### src/rtl/core/utf8_code_point_filter_macros.svh
// ----------------------------------------------------------------------------
// utf8 code point filter assertion macros
// shared property forms for the filter's checks, clocked on clk_i and
// disabled while rst_ni is low
// ----------------------------------------------------------------------------
`ifndef UTF8_CODE_POINT_FILTER_MACROS_SVH
`define UTF8_CODE_POINT_FILTER_MACROS_SVH

// antecedent implies consequent in the same cycle
`define UCPF_ASSERT_NOW(lbl, ante, cons, msg) \
  lbl: assert property (@(posedge clk_i) disable iff (!rst_ni) (ante) |-> (cons)) else $error(msg);

// antecedent implies consequent in the next cycle
`define UCPF_ASSERT_NEXT(lbl, ante, cons, msg) \
  lbl: assert property (@(posedge clk_i) disable iff (!rst_ni) (ante) |=> (cons)) else $error(msg);

`endif

### src/rtl/core/utf8cpf_pkg.sv
// ----------------------------------------------------------------------------
// utf8 code point filter package
// shared types, constants and decode helpers of the filter
// ----------------------------------------------------------------------------
package utf8cpf_pkg;

  // code point width
  localparam int unsigned CpW = 21;

  // queue between classifier and byte emitter
  localparam int unsigned FifoDepth = 4;
  localparam int unsigned FifoPtrW  = $clog2(FifoDepth);
  localparam int unsigned FifoCntW  = $clog2(FifoDepth + 1);

  // configuration register indexes
  localparam logic [1:0] CfgDropA = 2'd0;
  localparam logic [1:0] CfgDropB = 2'd1;
  localparam logic [1:0] CfgDropC = 2'd2;

  // reset values of the drop registers
  localparam logic [CpW-1:0] DropAReset = CpW'(32'h02C8);
  localparam logic [CpW-1:0] DropBReset = CpW'(32'h02CC);
  localparam logic [CpW-1:0] DropCReset = CpW'(32'h005F);

  // drop code registers as seen by the classifier
  typedef struct packed {
    logic [CpW-1:0] code_a;
    logic [CpW-1:0] code_b;
    logic [CpW-1:0] code_c;
  } drop_codes_t;

  // one queued group of bytes to copy out
  typedef struct packed {
    logic [3:0][7:0] bytes;    // bytes in stream order
    logic [2:0]      cnt;      // number of bytes to copy, 0 to 4
    logic            str_end;  // input byte closed the string
  } entry_t;

  // continuation byte 10xxxxxx
  function automatic logic is_cont(logic [7:0] b);
    return (b & 8'hC0) == 8'h80;
  endfunction

  // sequence length by lead byte, 0 for an invalid lead
  function automatic logic [2:0] seq_len(logic [7:0] lead);
    logic [2:0] len;
    if (lead < 8'h80) begin
      len = 3'd1;
    end else if ((lead & 8'hE0) == 8'hC0) begin
      len = 3'd2;
    end else if ((lead & 8'hF0) == 8'hE0) begin
      len = 3'd3;
    end else if ((lead & 8'hF8) == 8'hF0) begin
      len = 3'd4;
    end else begin
      len = 3'd0;
    end
    return len;
  endfunction

  // code point of a sequence of the given length
  function automatic logic [CpW-1:0] decode(logic [3:0][7:0] s, logic [2:0] len);
    logic [CpW-1:0] cp;
    unique case (len)
      3'd2:    cp = {10'b0, s[0][4:0], s[1][5:0]};
      3'd3:    cp = {5'b0, s[0][3:0], s[1][5:0], s[2][5:0]};
      3'd4:    cp = {s[0][2:0], s[1][5:0], s[2][5:0], s[3][5:0]};
      default: cp = {13'b0, s[0]};
    endcase
    return cp;
  endfunction

  // code point matches one of the drop registers
  function automatic logic is_drop(logic [CpW-1:0] cp, drop_codes_t codes);
    return (cp == codes.code_a) || (cp == codes.code_b) || (cp == codes.code_c);
  endfunction

endpackage

### src/rtl/core/utf8cpf_front.sv
// ----------------------------------------------------------------------------
// utf8 code point filter classifier
// takes one byte per cycle while the queue is not full, tracks the open
// sequence and queues the bytes that each input releases for copying
// ----------------------------------------------------------------------------
`include "utf8_code_point_filter_macros.svh"

module utf8cpf_front (
  input  logic                      clk_i,
  input  logic                      rst_ni,
  input  logic                      s_tvalid_i,
  output logic                      s_tready_o,
  input  logic [7:0]                s_tdata_i,   // in_byte
  input  logic                      s_tlast_i,   // in_end
  input  utf8cpf_pkg::drop_codes_t  codes_i,
  input  logic                      full_i,
  output logic                      push_o,
  output utf8cpf_pkg::entry_t       entry_o
);

  logic [7:0]                   held_q [3];
  logic [1:0]                   held_cnt_q, held_cnt_d;
  logic [2:0]                   hc_ext;
  logic [2:0]                   hlen;
  logic [2:0]                   b_len;
  logic                         b_cont;
  logic [3:0][7:0]              seq;
  logic [utf8cpf_pkg::CpW-1:0]  cp_multi;
  logic [2:0]                   emit_cnt;
  logic                         hold_b;
  logic [1:0]                   hold_idx;
  logic                         accept;

  assign s_tready_o = !full_i;
  assign accept     = s_tvalid_i && s_tready_o;

  // held bytes followed by the new byte
  always_comb begin
    seq[0] = (held_cnt_q > 2'd0) ? held_q[0] : s_tdata_i;
    seq[1] = (held_cnt_q > 2'd1) ? held_q[1] : s_tdata_i;
    seq[2] = (held_cnt_q > 2'd2) ? held_q[2] : s_tdata_i;
    seq[3] = s_tdata_i;
  end

  assign hc_ext   = {1'b0, held_cnt_q};
  assign hlen     = utf8cpf_pkg::seq_len(held_q[0]);
  assign b_len    = utf8cpf_pkg::seq_len(s_tdata_i);
  assign b_cont   = utf8cpf_pkg::is_cont(s_tdata_i);
  assign cp_multi = utf8cpf_pkg::decode(seq, hlen);

  // classify the byte against the open sequence
  always_comb begin
    emit_cnt   = 3'd0;
    held_cnt_d = held_cnt_q;
    hold_b     = 1'b0;
    hold_idx   = held_cnt_q;
    if (held_cnt_q != 2'd0 && b_cont) begin
      if (hc_ext + 3'd1 == hlen) begin
        // sequence complete
        emit_cnt   = utf8cpf_pkg::is_drop(cp_multi, codes_i) ? 3'd0 : hc_ext + 3'd1;
        held_cnt_d = 2'd0;
      end else if (s_tlast_i) begin
        // string ends inside the sequence, everything goes out as invalid
        emit_cnt   = hc_ext + 3'd1;
        held_cnt_d = 2'd0;
      end else begin
        hold_b     = 1'b1;
        hold_idx   = held_cnt_q;
        held_cnt_d = held_cnt_q + 2'd1;
      end
    end else begin
      // held bytes (if any) fail, new byte starts fresh
      case (b_len)
        3'd1: begin
          emit_cnt   = utf8cpf_pkg::is_drop({13'b0, s_tdata_i}, codes_i) ? hc_ext
                                                                          : hc_ext + 3'd1;
          held_cnt_d = 2'd0;
        end
        3'd0: begin
          emit_cnt   = hc_ext + 3'd1;
          held_cnt_d = 2'd0;
        end
        default: begin
          if (s_tlast_i) begin
            emit_cnt   = hc_ext + 3'd1;
            held_cnt_d = 2'd0;
          end else begin
            emit_cnt   = hc_ext;
            hold_b     = 1'b1;
            hold_idx   = 2'd0;
            held_cnt_d = 2'd1;
          end
        end
      endcase
    end
  end

  // queue write
  assign push_o          = accept && (emit_cnt != 3'd0 || s_tlast_i);
  assign entry_o.bytes   = seq;
  assign entry_o.cnt     = emit_cnt;
  assign entry_o.str_end = s_tlast_i;

  // held count
  always_ff @(posedge clk_i or negedge rst_ni) begin
    if (!rst_ni) begin
      held_cnt_q <= 2'd0;
    end else if (accept) begin
      held_cnt_q <= held_cnt_d;
    end
  end

  // held bytes
  always_ff @(posedge clk_i) begin
    if (accept && hold_b) begin
      held_q[hold_idx] <= s_tdata_i;
    end
  end

  `UCPF_ASSERT_NOW(a_held_open, held_cnt_q != 2'd0, hc_ext < hlen, "held sequence not open")
  `UCPF_ASSERT_NEXT(a_end_flush, accept && s_tlast_i, held_cnt_q == 2'd0, "bytes held after end")

endmodule

### src/rtl/core/utf8cpf_fifo.sv
// ----------------------------------------------------------------------------
// utf8 code point filter queue
// short queue of byte groups between classifier and byte emitter
// ----------------------------------------------------------------------------
module utf8cpf_fifo (
  input  logic                 clk_i,
  input  logic                 rst_ni,
  input  logic                 push_i,
  input  utf8cpf_pkg::entry_t  entry_i,
  output logic                 full_o,
  input  logic                 pop_i,
  output logic                 empty_o,
  output utf8cpf_pkg::entry_t  head_o
);

  utf8cpf_pkg::entry_t                  mem_q [utf8cpf_pkg::FifoDepth];
  logic [utf8cpf_pkg::FifoPtrW-1:0]     wr_ptr_q;
  logic [utf8cpf_pkg::FifoPtrW-1:0]     rd_ptr_q;
  logic [utf8cpf_pkg::FifoCntW-1:0]     cnt_q;

  assign full_o  = cnt_q == utf8cpf_pkg::FifoCntW'(utf8cpf_pkg::FifoDepth);
  assign empty_o = cnt_q == '0;
  assign head_o  = mem_q[rd_ptr_q];

  // pointers and fill level
  always_ff @(posedge clk_i or negedge rst_ni) begin
    if (!rst_ni) begin
      wr_ptr_q <= '0;
      rd_ptr_q <= '0;
      cnt_q    <= '0;
    end else begin
      if (push_i) begin
        wr_ptr_q <= wr_ptr_q + utf8cpf_pkg::FifoPtrW'(1);
      end
      if (pop_i) begin
        rd_ptr_q <= rd_ptr_q + utf8cpf_pkg::FifoPtrW'(1);
      end
      if (push_i && !pop_i) begin
        cnt_q <= cnt_q + utf8cpf_pkg::FifoCntW'(1);
      end else if (pop_i && !push_i) begin
        cnt_q <= cnt_q - utf8cpf_pkg::FifoCntW'(1);
      end
    end
  end

  // storage
  always_ff @(posedge clk_i) begin
    if (push_i) begin
      mem_q[wr_ptr_q] <= entry_i;
    end
  end

endmodule

### src/rtl/core/utf8cpf_back.sv
// ----------------------------------------------------------------------------
// utf8 code point filter byte emitter
// walks the queued byte groups one byte per transfer into the output register
// ----------------------------------------------------------------------------
`include "utf8_code_point_filter_macros.svh"

module utf8cpf_back (
  input  logic                 clk_i,
  input  logic                 rst_ni,
  input  logic                 empty_i,
  input  utf8cpf_pkg::entry_t  head_i,
  output logic                 pop_o,
  output logic                 m_tvalid_o,
  input  logic                 m_tready_i,
  output logic [7:0]           m_tdata_o,   // out_byte
  output logic                 m_tlast_o,   // run_last
  output logic [1:0]           m_tuser_o    // byte_valid, string_end
);

  logic       m_valid_q;
  logic [7:0] data_q;
  logic       bvalid_q;
  logic       last_q;
  logic       send_q;
  logic [1:0] idx_q;
  logic       out_free;
  logic       take;
  logic       last;

  assign out_free = !m_valid_q || m_tready_i;
  assign take     = out_free && !empty_i;
  assign last     = (head_i.cnt == 3'd0) || ({1'b0, idx_q} + 3'd1 == head_i.cnt);
  assign pop_o    = take && last;

  // output valid and position in the head group
  always_ff @(posedge clk_i or negedge rst_ni) begin
    if (!rst_ni) begin
      m_valid_q <= 1'b0;
      idx_q     <= 2'd0;
    end else begin
      if (out_free) begin
        m_valid_q <= !empty_i;
      end
      if (take) begin
        idx_q <= last ? 2'd0 : idx_q + 2'd1;
      end
    end
  end

  // output payload
  always_ff @(posedge clk_i) begin
    if (take) begin
      data_q   <= (head_i.cnt == 3'd0) ? 8'h00 : head_i.bytes[idx_q];
      bvalid_q <= head_i.cnt != 3'd0;
      last_q   <= last;
      send_q   <= head_i.str_end && last;
    end
  end

  assign m_tvalid_o = m_valid_q;
  assign m_tdata_o  = data_q;
  assign m_tlast_o  = last_q;
  assign m_tuser_o  = {send_q, bvalid_q};

  `UCPF_ASSERT_NOW(a_bare_end, m_valid_q && !bvalid_q, last_q && send_q, "bare marker not final")
  `UCPF_ASSERT_NOW(a_idx_range, !empty_i && head_i.cnt != 3'd0, {1'b0, idx_q} < head_i.cnt, "byte index past group")
  `UCPF_ASSERT_NEXT(a_pop_rewind, pop_o, idx_q == 2'd0, "index not rewound after group")

endmodule

### src/rtl/core/utf8_code_point_filter.sv
// ----------------------------------------------------------------------------
// utf8 code point filter
// decodes a utf-8 byte stream and copies it through, removing characters
// whose code point matches one of three drop registers
// ----------------------------------------------------------------------------
// The filter accepts one byte per cycle on the input stream while the queue is
// not full and writes, for each byte, the group of bytes it releases (0 to 4,
// or one bare end marker) into a 4-entry queue; the emitter drains that queue
// one byte per cycle through a registered output while the receiver is ready,
// so the queue absorbs the bursts. An input byte reaches the output through
// the queue entry and the output register. The drop registers should
// only be written while the stream is idle.

module utf8_code_point_filter (
  input  logic                          clk_i,
  input  logic                          rst_ni,
  // input stream
  input  logic                          s_tvalid_i,
  output logic                          s_tready_o,
  input  logic [7:0]                    s_tdata_i,    // in_byte
  input  logic                          s_tlast_i,    // in_end
  // output stream
  output logic                          m_tvalid_o,
  input  logic                          m_tready_i,
  output logic [7:0]                    m_tdata_o,    // out_byte
  output logic                          m_tlast_o,    // run_last
  output logic [1:0]                    m_tuser_o,    // [0] byte_valid, [1] string_end
  // configuration writes
  input  logic                          cfg_valid_i,
  output logic                          cfg_ready_o,
  input  logic [1:0]                    cfg_index_i,
  input  logic [utf8cpf_pkg::CpW-1:0]   cfg_data_i
);

  utf8cpf_pkg::drop_codes_t  codes_q;
  utf8cpf_pkg::entry_t       push_entry;
  utf8cpf_pkg::entry_t       head;
  logic                      push;
  logic                      pop;
  logic                      full;
  logic                      empty;

  assign cfg_ready_o = 1'b1;

  // drop code registers
  always_ff @(posedge clk_i or negedge rst_ni) begin
    if (!rst_ni) begin
      codes_q.code_a <= utf8cpf_pkg::DropAReset;
      codes_q.code_b <= utf8cpf_pkg::DropBReset;
      codes_q.code_c <= utf8cpf_pkg::DropCReset;
    end else if (cfg_valid_i && cfg_ready_o) begin
      case (cfg_index_i)
        utf8cpf_pkg::CfgDropA: codes_q.code_a <= cfg_data_i;
        utf8cpf_pkg::CfgDropB: codes_q.code_b <= cfg_data_i;
        utf8cpf_pkg::CfgDropC: codes_q.code_c <= cfg_data_i;
        default: ;
      endcase
    end
  end

  utf8cpf_front u_front (
    .clk_i      (clk_i),
    .rst_ni     (rst_ni),
    .s_tvalid_i (s_tvalid_i),
    .s_tready_o (s_tready_o),
    .s_tdata_i  (s_tdata_i),
    .s_tlast_i  (s_tlast_i),
    .codes_i    (codes_q),
    .full_i     (full),
    .push_o     (push),
    .entry_o    (push_entry)
  );

  utf8cpf_fifo u_fifo (
    .clk_i   (clk_i),
    .rst_ni  (rst_ni),
    .push_i  (push),
    .entry_i (push_entry),
    .full_o  (full),
    .pop_i   (pop),
    .empty_o (empty),
    .head_o  (head)
  );

  utf8cpf_back u_back (
    .clk_i      (clk_i),
    .rst_ni     (rst_ni),
    .empty_i    (empty),
    .head_i     (head),
    .pop_o      (pop),
    .m_tvalid_o (m_tvalid_o),
    .m_tready_i (m_tready_i),
    .m_tdata_o  (m_tdata_o),
    .m_tlast_o  (m_tlast_o),
    .m_tuser_o  (m_tuser_o)
  );

endmodule

### config.mk
export PLATFORM = sky130hd
export DESIGN_NAME = utf8_code_point_filter
export DESIGN_NICKNAME = d
export VERILOG_FILES = /design/src/rtl/core/utf8cpf_pkg.sv /design/src/rtl/core/utf8cpf_front.sv /design/src/rtl/core/utf8cpf_fifo.sv /design/src/rtl/core/utf8cpf_back.sv /design/src/rtl/core/utf8_code_point_filter.sv
export VERILOG_INCLUDE_DIRS = /design/src /design/src/rtl/core
export SDC_FILE = /design/constraint.sdc
export NUM_CORES = 1
export LEC_CHECK = 0
export BUFFER_PORTS_ARGS = -buffer_cell sky130_fd_sc_hd__buf_2
export CORE_MARGIN = 2
export CORE_UTILIZATION = 40
export CTS_CLUSTER_SIZE = 24
export DETAILED_ROUTE_END_ITERATION = 12
export GPL_TIMING_DRIVEN = 0
export REMOVE_ABC_BUFFERS = 1
export SETUP_SLACK_MARGIN = 0.05
export SYNTH_ARGS = -nofsm -noshare
export SYNTH_HDL_FRONTEND = slang
export SYNTH_SLANG_ARGS = --single-unit
### constraint.sdc
create_clock -name clk_i -period 5.48 [get_ports clk_i]
set_input_delay 0.548 -clock clk_i [delete_from_list [all_inputs] [get_ports clk_i]]
set_output_delay 0.548 -clock clk_i [all_outputs]
set_load 0.005 [all_outputs]
==> results of run 1 <==
[state kept, by name, summed over array words and instances (netlist names)]
register,count
u_front.held_cnt_q,2
u_fifo.rd_ptr_q,2
u_fifo.cnt_q,3
u_back.send_q,1
u_front.held_q,24
u_back.bvalid_q,1
u_back.m_tlast_o,1
u_back.m_tvalid_o,1
u_back.m_tdata_o,8
u_back.idx_q,2
u_fifo.wr_ptr_q,2
codes_q,63
u_fifo.mem_q,144
[how the worst max path moves through the flow]
stage / start / cells past startpoint / endpoint / slack, ns
after floorplan: u_front.held_cnt_q[1]$_DFFE_PN0P_ / 10 / u_fifo.mem_q[0][0]$_DFFE_PP_ / -0.69
after global placement: u_front.held_cnt_q[1]$_DFFE_PN0P_ / 11 / u_fifo.mem_q[0][29]$_DFFE_PP_ / -3.75
after detailed placement: u_front.held_cnt_q[1]$_DFFE_PN0P_ / 15 / u_fifo.cnt_q[1]$_DFFE_PN0P_ / -0.32
after CTS: u_front.held_cnt_q[1]$_DFFE_PN0P_ / 16 / u_fifo.cnt_q[1]$_DFFE_PN0P_ / 0.06
after global routing: u_front.held_cnt_q[1]$_DFFE_PN0P_ / 15 / u_fifo.cnt_q[1]$_DFFE_PN0P_ / 0.06
final: u_front.held_cnt_q[1]$_DFFE_PN0P_ / 13 / u_fifo.mem_q[1][4]$_DFFE_PP_ / 0.38
[cell families after synthesis]
group           synth area share, %
flops                         58.74
xor+xnor                      4.599
other cells                 0.03030
buf+inv                       3.134
compound gates                7.814
mux                           15.99
fa+ha+maj                     1.375
simple gates                  8.319
[layout make-up]
cell class	count	area [µm²]
Timing Repair Buffer	62	445.4
Fill cell	2699	16540
Clock buffer	39	742.0
Inverter	38	142.6
Multi-Input combinational cell	517	4818
Tap cell	396	495.5
Clock inverter	8	51.30
Sequential cell	254	7274
[cell usage in the layout, fill, tap and decap left out, types with 4 or more instances in the layout]
| cell | n |
|---|---|
| edfxtp_1 | 179 |
| mux2_2 | 69 |
| dfrtp_1 | 57 |
| xnor2_1 | 48 |
| buf_2 | 48 |
| nor2_1 | 46 |
| mux4_2 | 44 |
| inv_1 | 34 |
| clkbuf_16 | 28 |
| nand2_1 | 25 |
| nor3_1 | 25 |
| xor2_1 | 17 |
| o21ai_0 | 17 |
| a21oi_1 | 16 |
| o22ai_1 | 16 |
| dfstp_2 | 15 |
| nand4_1 | 13 |
| mux2i_1 | 12 |
| clkbuf_1 | 11 |
| ha_1 | 10 |
| nor4_1 | 9 |
| nor2b_1 | 9 |
| nand3_1 | 8 |
| o221ai_1 | 8 |
| a22oi_1 | 8 |
| o211ai_1 | 7 |
| buf_8 | 7 |
| and3_1 | 6 |
| nor4b_1 | 6 |
| nor3b_1 | 5 |
| nand3b_1 | 5 |
| a31oi_1 | 5 |
| and2_1 | 4 |
| inv_2 | 4 |
| a2bb2oi_1 | 4 |
| a211oi_4 | 4 |
| clkinv_1 | 4 |
[tightest hold or removal path, cell delays in order]
cell,delay (ns)
buf_2,0.08
inv_1,0.04
nand2_1,0.05
nand2_1,0.04
[through the flow]
| step | worst slack, ns | instance area (µm²) | total power, mW |
|---|---|---|---|
| finish | 0.3780 | 13970 | 6.171 |
| global route | 0.05592 | 13970 | 6.500 |
| CTS | 0.05811 | 13950 | 6.246 |
| detailed placement | -0.3238 | 13130 | 4.566 |
| global placement | -3.749 | 12870 | 4.481 |
| floorplan | -0.6948 | 12130 | 3.975 |
[routing by layer]
layer	wire, µm	part of all wire (%)	up-vias	GRT usage, %
met5	0	0	-	0
met4	827	2.9	0	5.301
met3	1597	5.6	61	2.674
met2	13530	47	257	28.51
met1	12750	44	3806	25.28
li1	-	-	3393	-
[report_power, final]
group          internal (mW)  leakage [nW]  switching (mW)
clock                  0.939         0.386           0.725
combinational          0.870          1.97           0.803
sequential              2.52          2.50           0.309
total                   4.33          4.86            1.84
[repair_timing]
action                     4_1_cts  5_1_grt
gates resized for setup          4        4
gates cloned                     0        0
hold endpoints to repair        32        0
hold buffers                     1        0
setup endpoints to repair       75       89
pin swaps                        0        0
==> results.ini, run 1 <==
[cts]
clk_pin_slew_ns=0.06
cts.sinks=254
clock-root-buffer=clkbuf_16
cts_tree=done
cts_inserted_buffers=27
htree_levels=1
clock_latency_ns=0.55
cts.path.max_buffers=3
post_cts_buffers=0

[critical_path]
required_ns=5.73
crit_path_start_kind=flop
path_buf_inv=3
reg2reg_depth=13
worstPathArrival_ns=5.35
cp_cell_sequence=inv_1, ha_4, mux2i_4, o22ai_1, nor3_1, a21oi_1, o211ai_1, nor4_4, nor4_2, a21boi_4, a211oi_4, buf_8, buf_6
rr_endpoint=u_fifo.mem_q[1][4]$_DFFE_PP_
r2r_setup_slack_ns=0.38
worstSetupPathType=flop to flop
crit_family=compound AO/OA/AOI/OAI gates
end_kind=flop
r2r-start=u_front.held_cnt_q[1]$_DFFE_PN0P_
crit_fanout=16
critPathSlowestCell=a211oi_4
slowest_delay_ns=0.76

[die]
die_area_mm2=0.03237
start_util_pct=40.57
ios=51
fp.coreArea_mm2=0.03051
die_height_um=179.9
placementRows=64
die_w_um=179.9

[synthesis]
syn_area_mm2=0.01238
synth-edff-count=179
ys_seq_area_share_pct=58.74
synth-main-ff-cell=edfxtp_1
synth_area_leaders=edfxtp_1 43%, dfrtp_1 12%, mux4_2 8.0%
netlist_instances=851
yosysWarnings=0
async_flop_share_pct=29.53
ys_types=79
synth_area_leader_cell=edfxtp_1
syn_area_per_cell_um2=14.55
synth-seq-cells=254
synth.top_cell.area_share_pct=43.42
synth.most_common_cell=edfxtp_1
netlist_top_cells_count=179 x edfxtp_1, 69 x mux2_2, 60 x dfrtp_1, 48 x xnor2_1, 47 x nor2_1

[sta]
drv_slew=0
min_period_ns=5.102
hold_viol_final=0
finClkSkew_ns=0.01053
fin_crit_sh_pct=93.10
fin_hold_ws_ns=0.2480
tns_ns=0
finalSetupViolations=0
fmax_ghz=0.1960
tightestPinTransition_ns=1.239
relSlewSlack_pct=17.18
rsz0062_at_grt=no

[detailed_routing]
dr.pass1.iters=5
routedWlPerCell_um=21.84
drc=0
vias_per_cell=5.721
num_vias=7517
drtIter0Drc=578
wirelength_mm=28.70
ant_nets=0

[place]
place_congestion=0.8800
io_buffers=49
hpwl_mm=20.39
placedCellCount=1266

[power]
p_leak_nw=4.857
peakVddDrop_mv=0.2092
pwr_density_cell_mw_per_mm2=441.7

[hold_path]
min_to=u_back.m_tvalid_o$_DFFE_PN0P_
min_path_type=input pin to flop
min_from=m_tready_i
hold_path_depth=4

[global_routing]
overflow=0
grt_max_degree=42
grt_pass1_vias=7474
antenna_found_initial=0
grt_pass1_wl_mm=45.10
grt_use_total_pct=17.82

[status]
outcome=finished clean

[cells_and_area]
fin_util_pct=45.79
drive_above_1_share_pct=28.43
syn2layout_area_growth_pct=12.86
instances_no_fill=1314
layout.nets=950
antenna_cells=0

[flow_run]
drv_cap=0

No activity file was read; power rests on OpenSTA's default activity.
==> run 2, diff against run 1 <==
==> constraint.sdc (replaced) <==
create_clock -name clk_i -period 5 [get_ports clk_i]
set_input_delay 0.5 -clock clk_i [delete_from_list [all_inputs] [get_ports clk_i]]
set_output_delay 0.5 -clock clk_i [all_outputs]
set_load 0.005 [all_outputs]
==> results.ini, run 2 (synthesized netlist as in run 1, its figures left out) <==
[cts]
clock-root-buffer=clkbuf_16
htree_levels=1  ; unchanged
clock_latency_ns=0.55  ; about the same
cts.path.max_buffers=3  ; unchanged
cts_tree=done
cts.sinks=254  ; unchanged
clk_pin_slew_ns=0.06  ; about the same
cts_inserted_buffers=27  ; unchanged

[global_routing]
antenna_found_initial=0  ; unchanged
grt_pass1_wl_mm=45.33  ; +0.52%
grt_max_degree=42  ; unchanged
grt_pass1_vias=7516  ; +0.56%
overflow=0  ; unchanged
grt_use_total_pct=17.92  ; +0.11 points

[critical_path]
crit_path_start=u_front.held_cnt_q[1]$_DFFE_PN0P_
slowest_delay_ns=0.60  ; -0.16 ns
end_kind=flop
worstSetupPathType=flop to flop
r2r-start=u_front.held_cnt_q[1]$_DFFE_PN0P_
cp_cell_sequence=inv_2, ha_4, mux2i_4, inv_2, xnor2_1, a31oi_1, a2bb2oi_1, or4_4, nor4_4, buf_4, nor4_4, a21boi_4, a21oi_1, ha_1, inv_1, fa_1, mux2_2
crit_fanout=13  ; -3
critPathSlowestCell=dfrtp_4
worstPathArrival_ns=5.23  ; -0.12 ns
required_ns=5.42  ; -0.31 ns
crit_path_start_kind=flop

[sta]
fin_crit_sh_pct=96.04  ; +2.9 points
rsz0062_at_grt=yes
tightestPinTransition_ns=1.237  ; -0.001991 ns
drv_slew=0  ; unchanged
min_period_ns=4.802  ; -0.3001 ns
relSlewSlack_pct=17.31  ; +0.13 points
finClkSkew_ns=0.01246  ; +0.001933 ns
fin_ws_ns=0.1980  ; -0.1799 ns
finalSetupViolations=0  ; unchanged
fmax_ghz=0.2082  ; +6.2%
hold_viol_final=0  ; unchanged

[hold_path]
min_from=m_tready_i
min_path_type=input pin to flop

[place]
place_congestion=0.8800  ; unchanged
pre_cts_slack_ns=-0.8038  ; -0.4800 ns
hpwl_mm=20.39  ; unchanged
placedCellCount=1266  ; unchanged
io_buffers=49  ; unchanged

[cells_and_area]
fin_util_pct=46.45  ; +0.66 points
final_common_cell=edfxtp_1
instances_no_fill=1333  ; +1.4%
antenna_cells=0  ; unchanged
drive_above_1_share_pct=30.63  ; +2.2 points
largest_reg_flops=144  ; unchanged
layout.nets=969  ; +2.0%
final_cell_mix=179 x edfxtp_1, 69 x mux2_2, 56 x dfrtp_1
fillers=2685  ; -0.52%
regMostFlops=u_fifo.mem_q
syn2layout_area_growth_pct=14.49
top_regs=u_fifo.mem_q (144), codes_q (63), u_front.held_q (24)

[power]
combPwrFrac_pct=27.6  ; +0.5 points
intPower_mw=4.781  ; +10%
swShare_pct=29.78  ; about the same
peakVddDrop_mv=0.2287  ; +9.3%
p_seq_share_pct=45.6  ; -0.3 points
pwr-share-clk_pct=26.8  ; -0.2 points
p_leak_nw=4.958  ; +2.1%
pwr_density_cell_mw_per_mm2=480.4  ; +8.8%
switchingPower_mw=2.028  ; +10%
power_mw=6.809  ; +10%

[detailed_routing]
wirelength_mm=28.98  ; +0.97%
routedWlPerCell_um=21.74  ; -0.47%
ant_nets=0  ; unchanged
drc=0  ; unchanged
num_vias=7613  ; +1.3%
drtIter0Drc=619  ; +7.1%
dr.pass1.iters=5  ; unchanged
vias_per_cell=5.711  ; -0.17%

[die]
fp.coreArea_mm2=0.03051  ; unchanged
ios=51  ; unchanged
placementRows=64  ; unchanged
die_w_um=179.9  ; unchanged
die_height_um=179.9  ; unchanged
die_area_mm2=0.03237  ; unchanged
start_util_pct=40.57  ; unchanged

[status]
outcome=finished clean

[flow_run]
drv_cap=0  ; unchanged

## run 2: what timing repair did
action                     4_1_cts  5_1_grt
buffers inserted                 3       16
pin swaps                        1        5
hold buffers                     1        0
gates resized for setup         11        9
cloned                           0        0
hold endpoints to repair        32        0
setup endpoints to repair      147       45
## run 2: final cells by class
| cell class | instances | area (µm²) | area share (%) |
|---|---|---|---|
| Clock buffer | 39 | 742.0 | 5.235 |
| Inverter | 38 | 142.6 | 1.006 |
| Sequential cell | 254 | 7278 | 51.36 |
| Clock inverter | 8 | 51.30 | 0.3620 |
| Multi-Input combinational cell | 517 | 4875 | 34.40 |
| Tap cell | 396 | 495.5 | 3.496 |
| Timing Repair Buffer | 81 | 588.1 | 4.149 |
## run 2: power groups by stage
stage          registers (mW)  logic, mW  clock network, mW
4_1_cts                  3.12       1.87               1.87
3_5_place_dp             3.16       1.85                  0
5_1_grt                  3.17       2.05               1.95
2_1_floorplan            3.12       1.24                  0
6_report                 3.11       1.88               1.83
3_3_place_gp             3.29       1.62                  0
## run 2: critical path, delay by kind of cell, from the launching register on
family	cells	cell delay (ns)
AOI/OAI and AO/OA	4	0.68
DFF	1	0.60
buffers and inverters	4	0.66
xor gates and xnor gates	1	0.18
muxes	2	0.69
adders and majority gates	3	0.97
and+or+nand+nor	3	0.90
## run 2: per-stage QoR
step | area (µm²) | TNS [ns] | hold WS (ns)
after floorplan | 12130 | -169.18 | 0.2044
after global placement | 12870 | -600.96 | 0.4898
after detailed placement | 13130 | -58.15 | 0.4906
after CTS | 14010 | 0 | 0.1835
after global routing | 14170 | 0 | 0.2050
final | 14170 | 0 | 0.1986
## run 2: worst paths after layout
kind / end / slack, ns / cells past startpoint
setup / recovery: u_fifo.cnt_q[1]$_DFFE_PN0P_ / 0.20 / 17
hold / removal: u_back.m_tvalid_o$_DFFE_PN0P_ / 0.20 / 4
setup reg to reg: u_fifo.cnt_q[1]$_DFFE_PN0P_ / 0.20 / 17
hold reg to reg: u_back.m_tvalid_o$_DFFE_PN0P_ / 0.50 / 2
max in group asynchronous: codes_q[4]$_DFFE_PN1P_ / 3.87 / 3
min in group asynchronous: codes_q[18]$_DFFE_PN0P_ / 0.47 / 2
## run 2: layer usage
metal  wire length [µm]  track usage (%)  vias to the layer above
li1                   -                -                     3437
met1              12770            25.22                     3843
met2              13530            28.60                      271
met3               1782            2.978                       62
met4                904            5.528                        0
met5                  0                0                        -
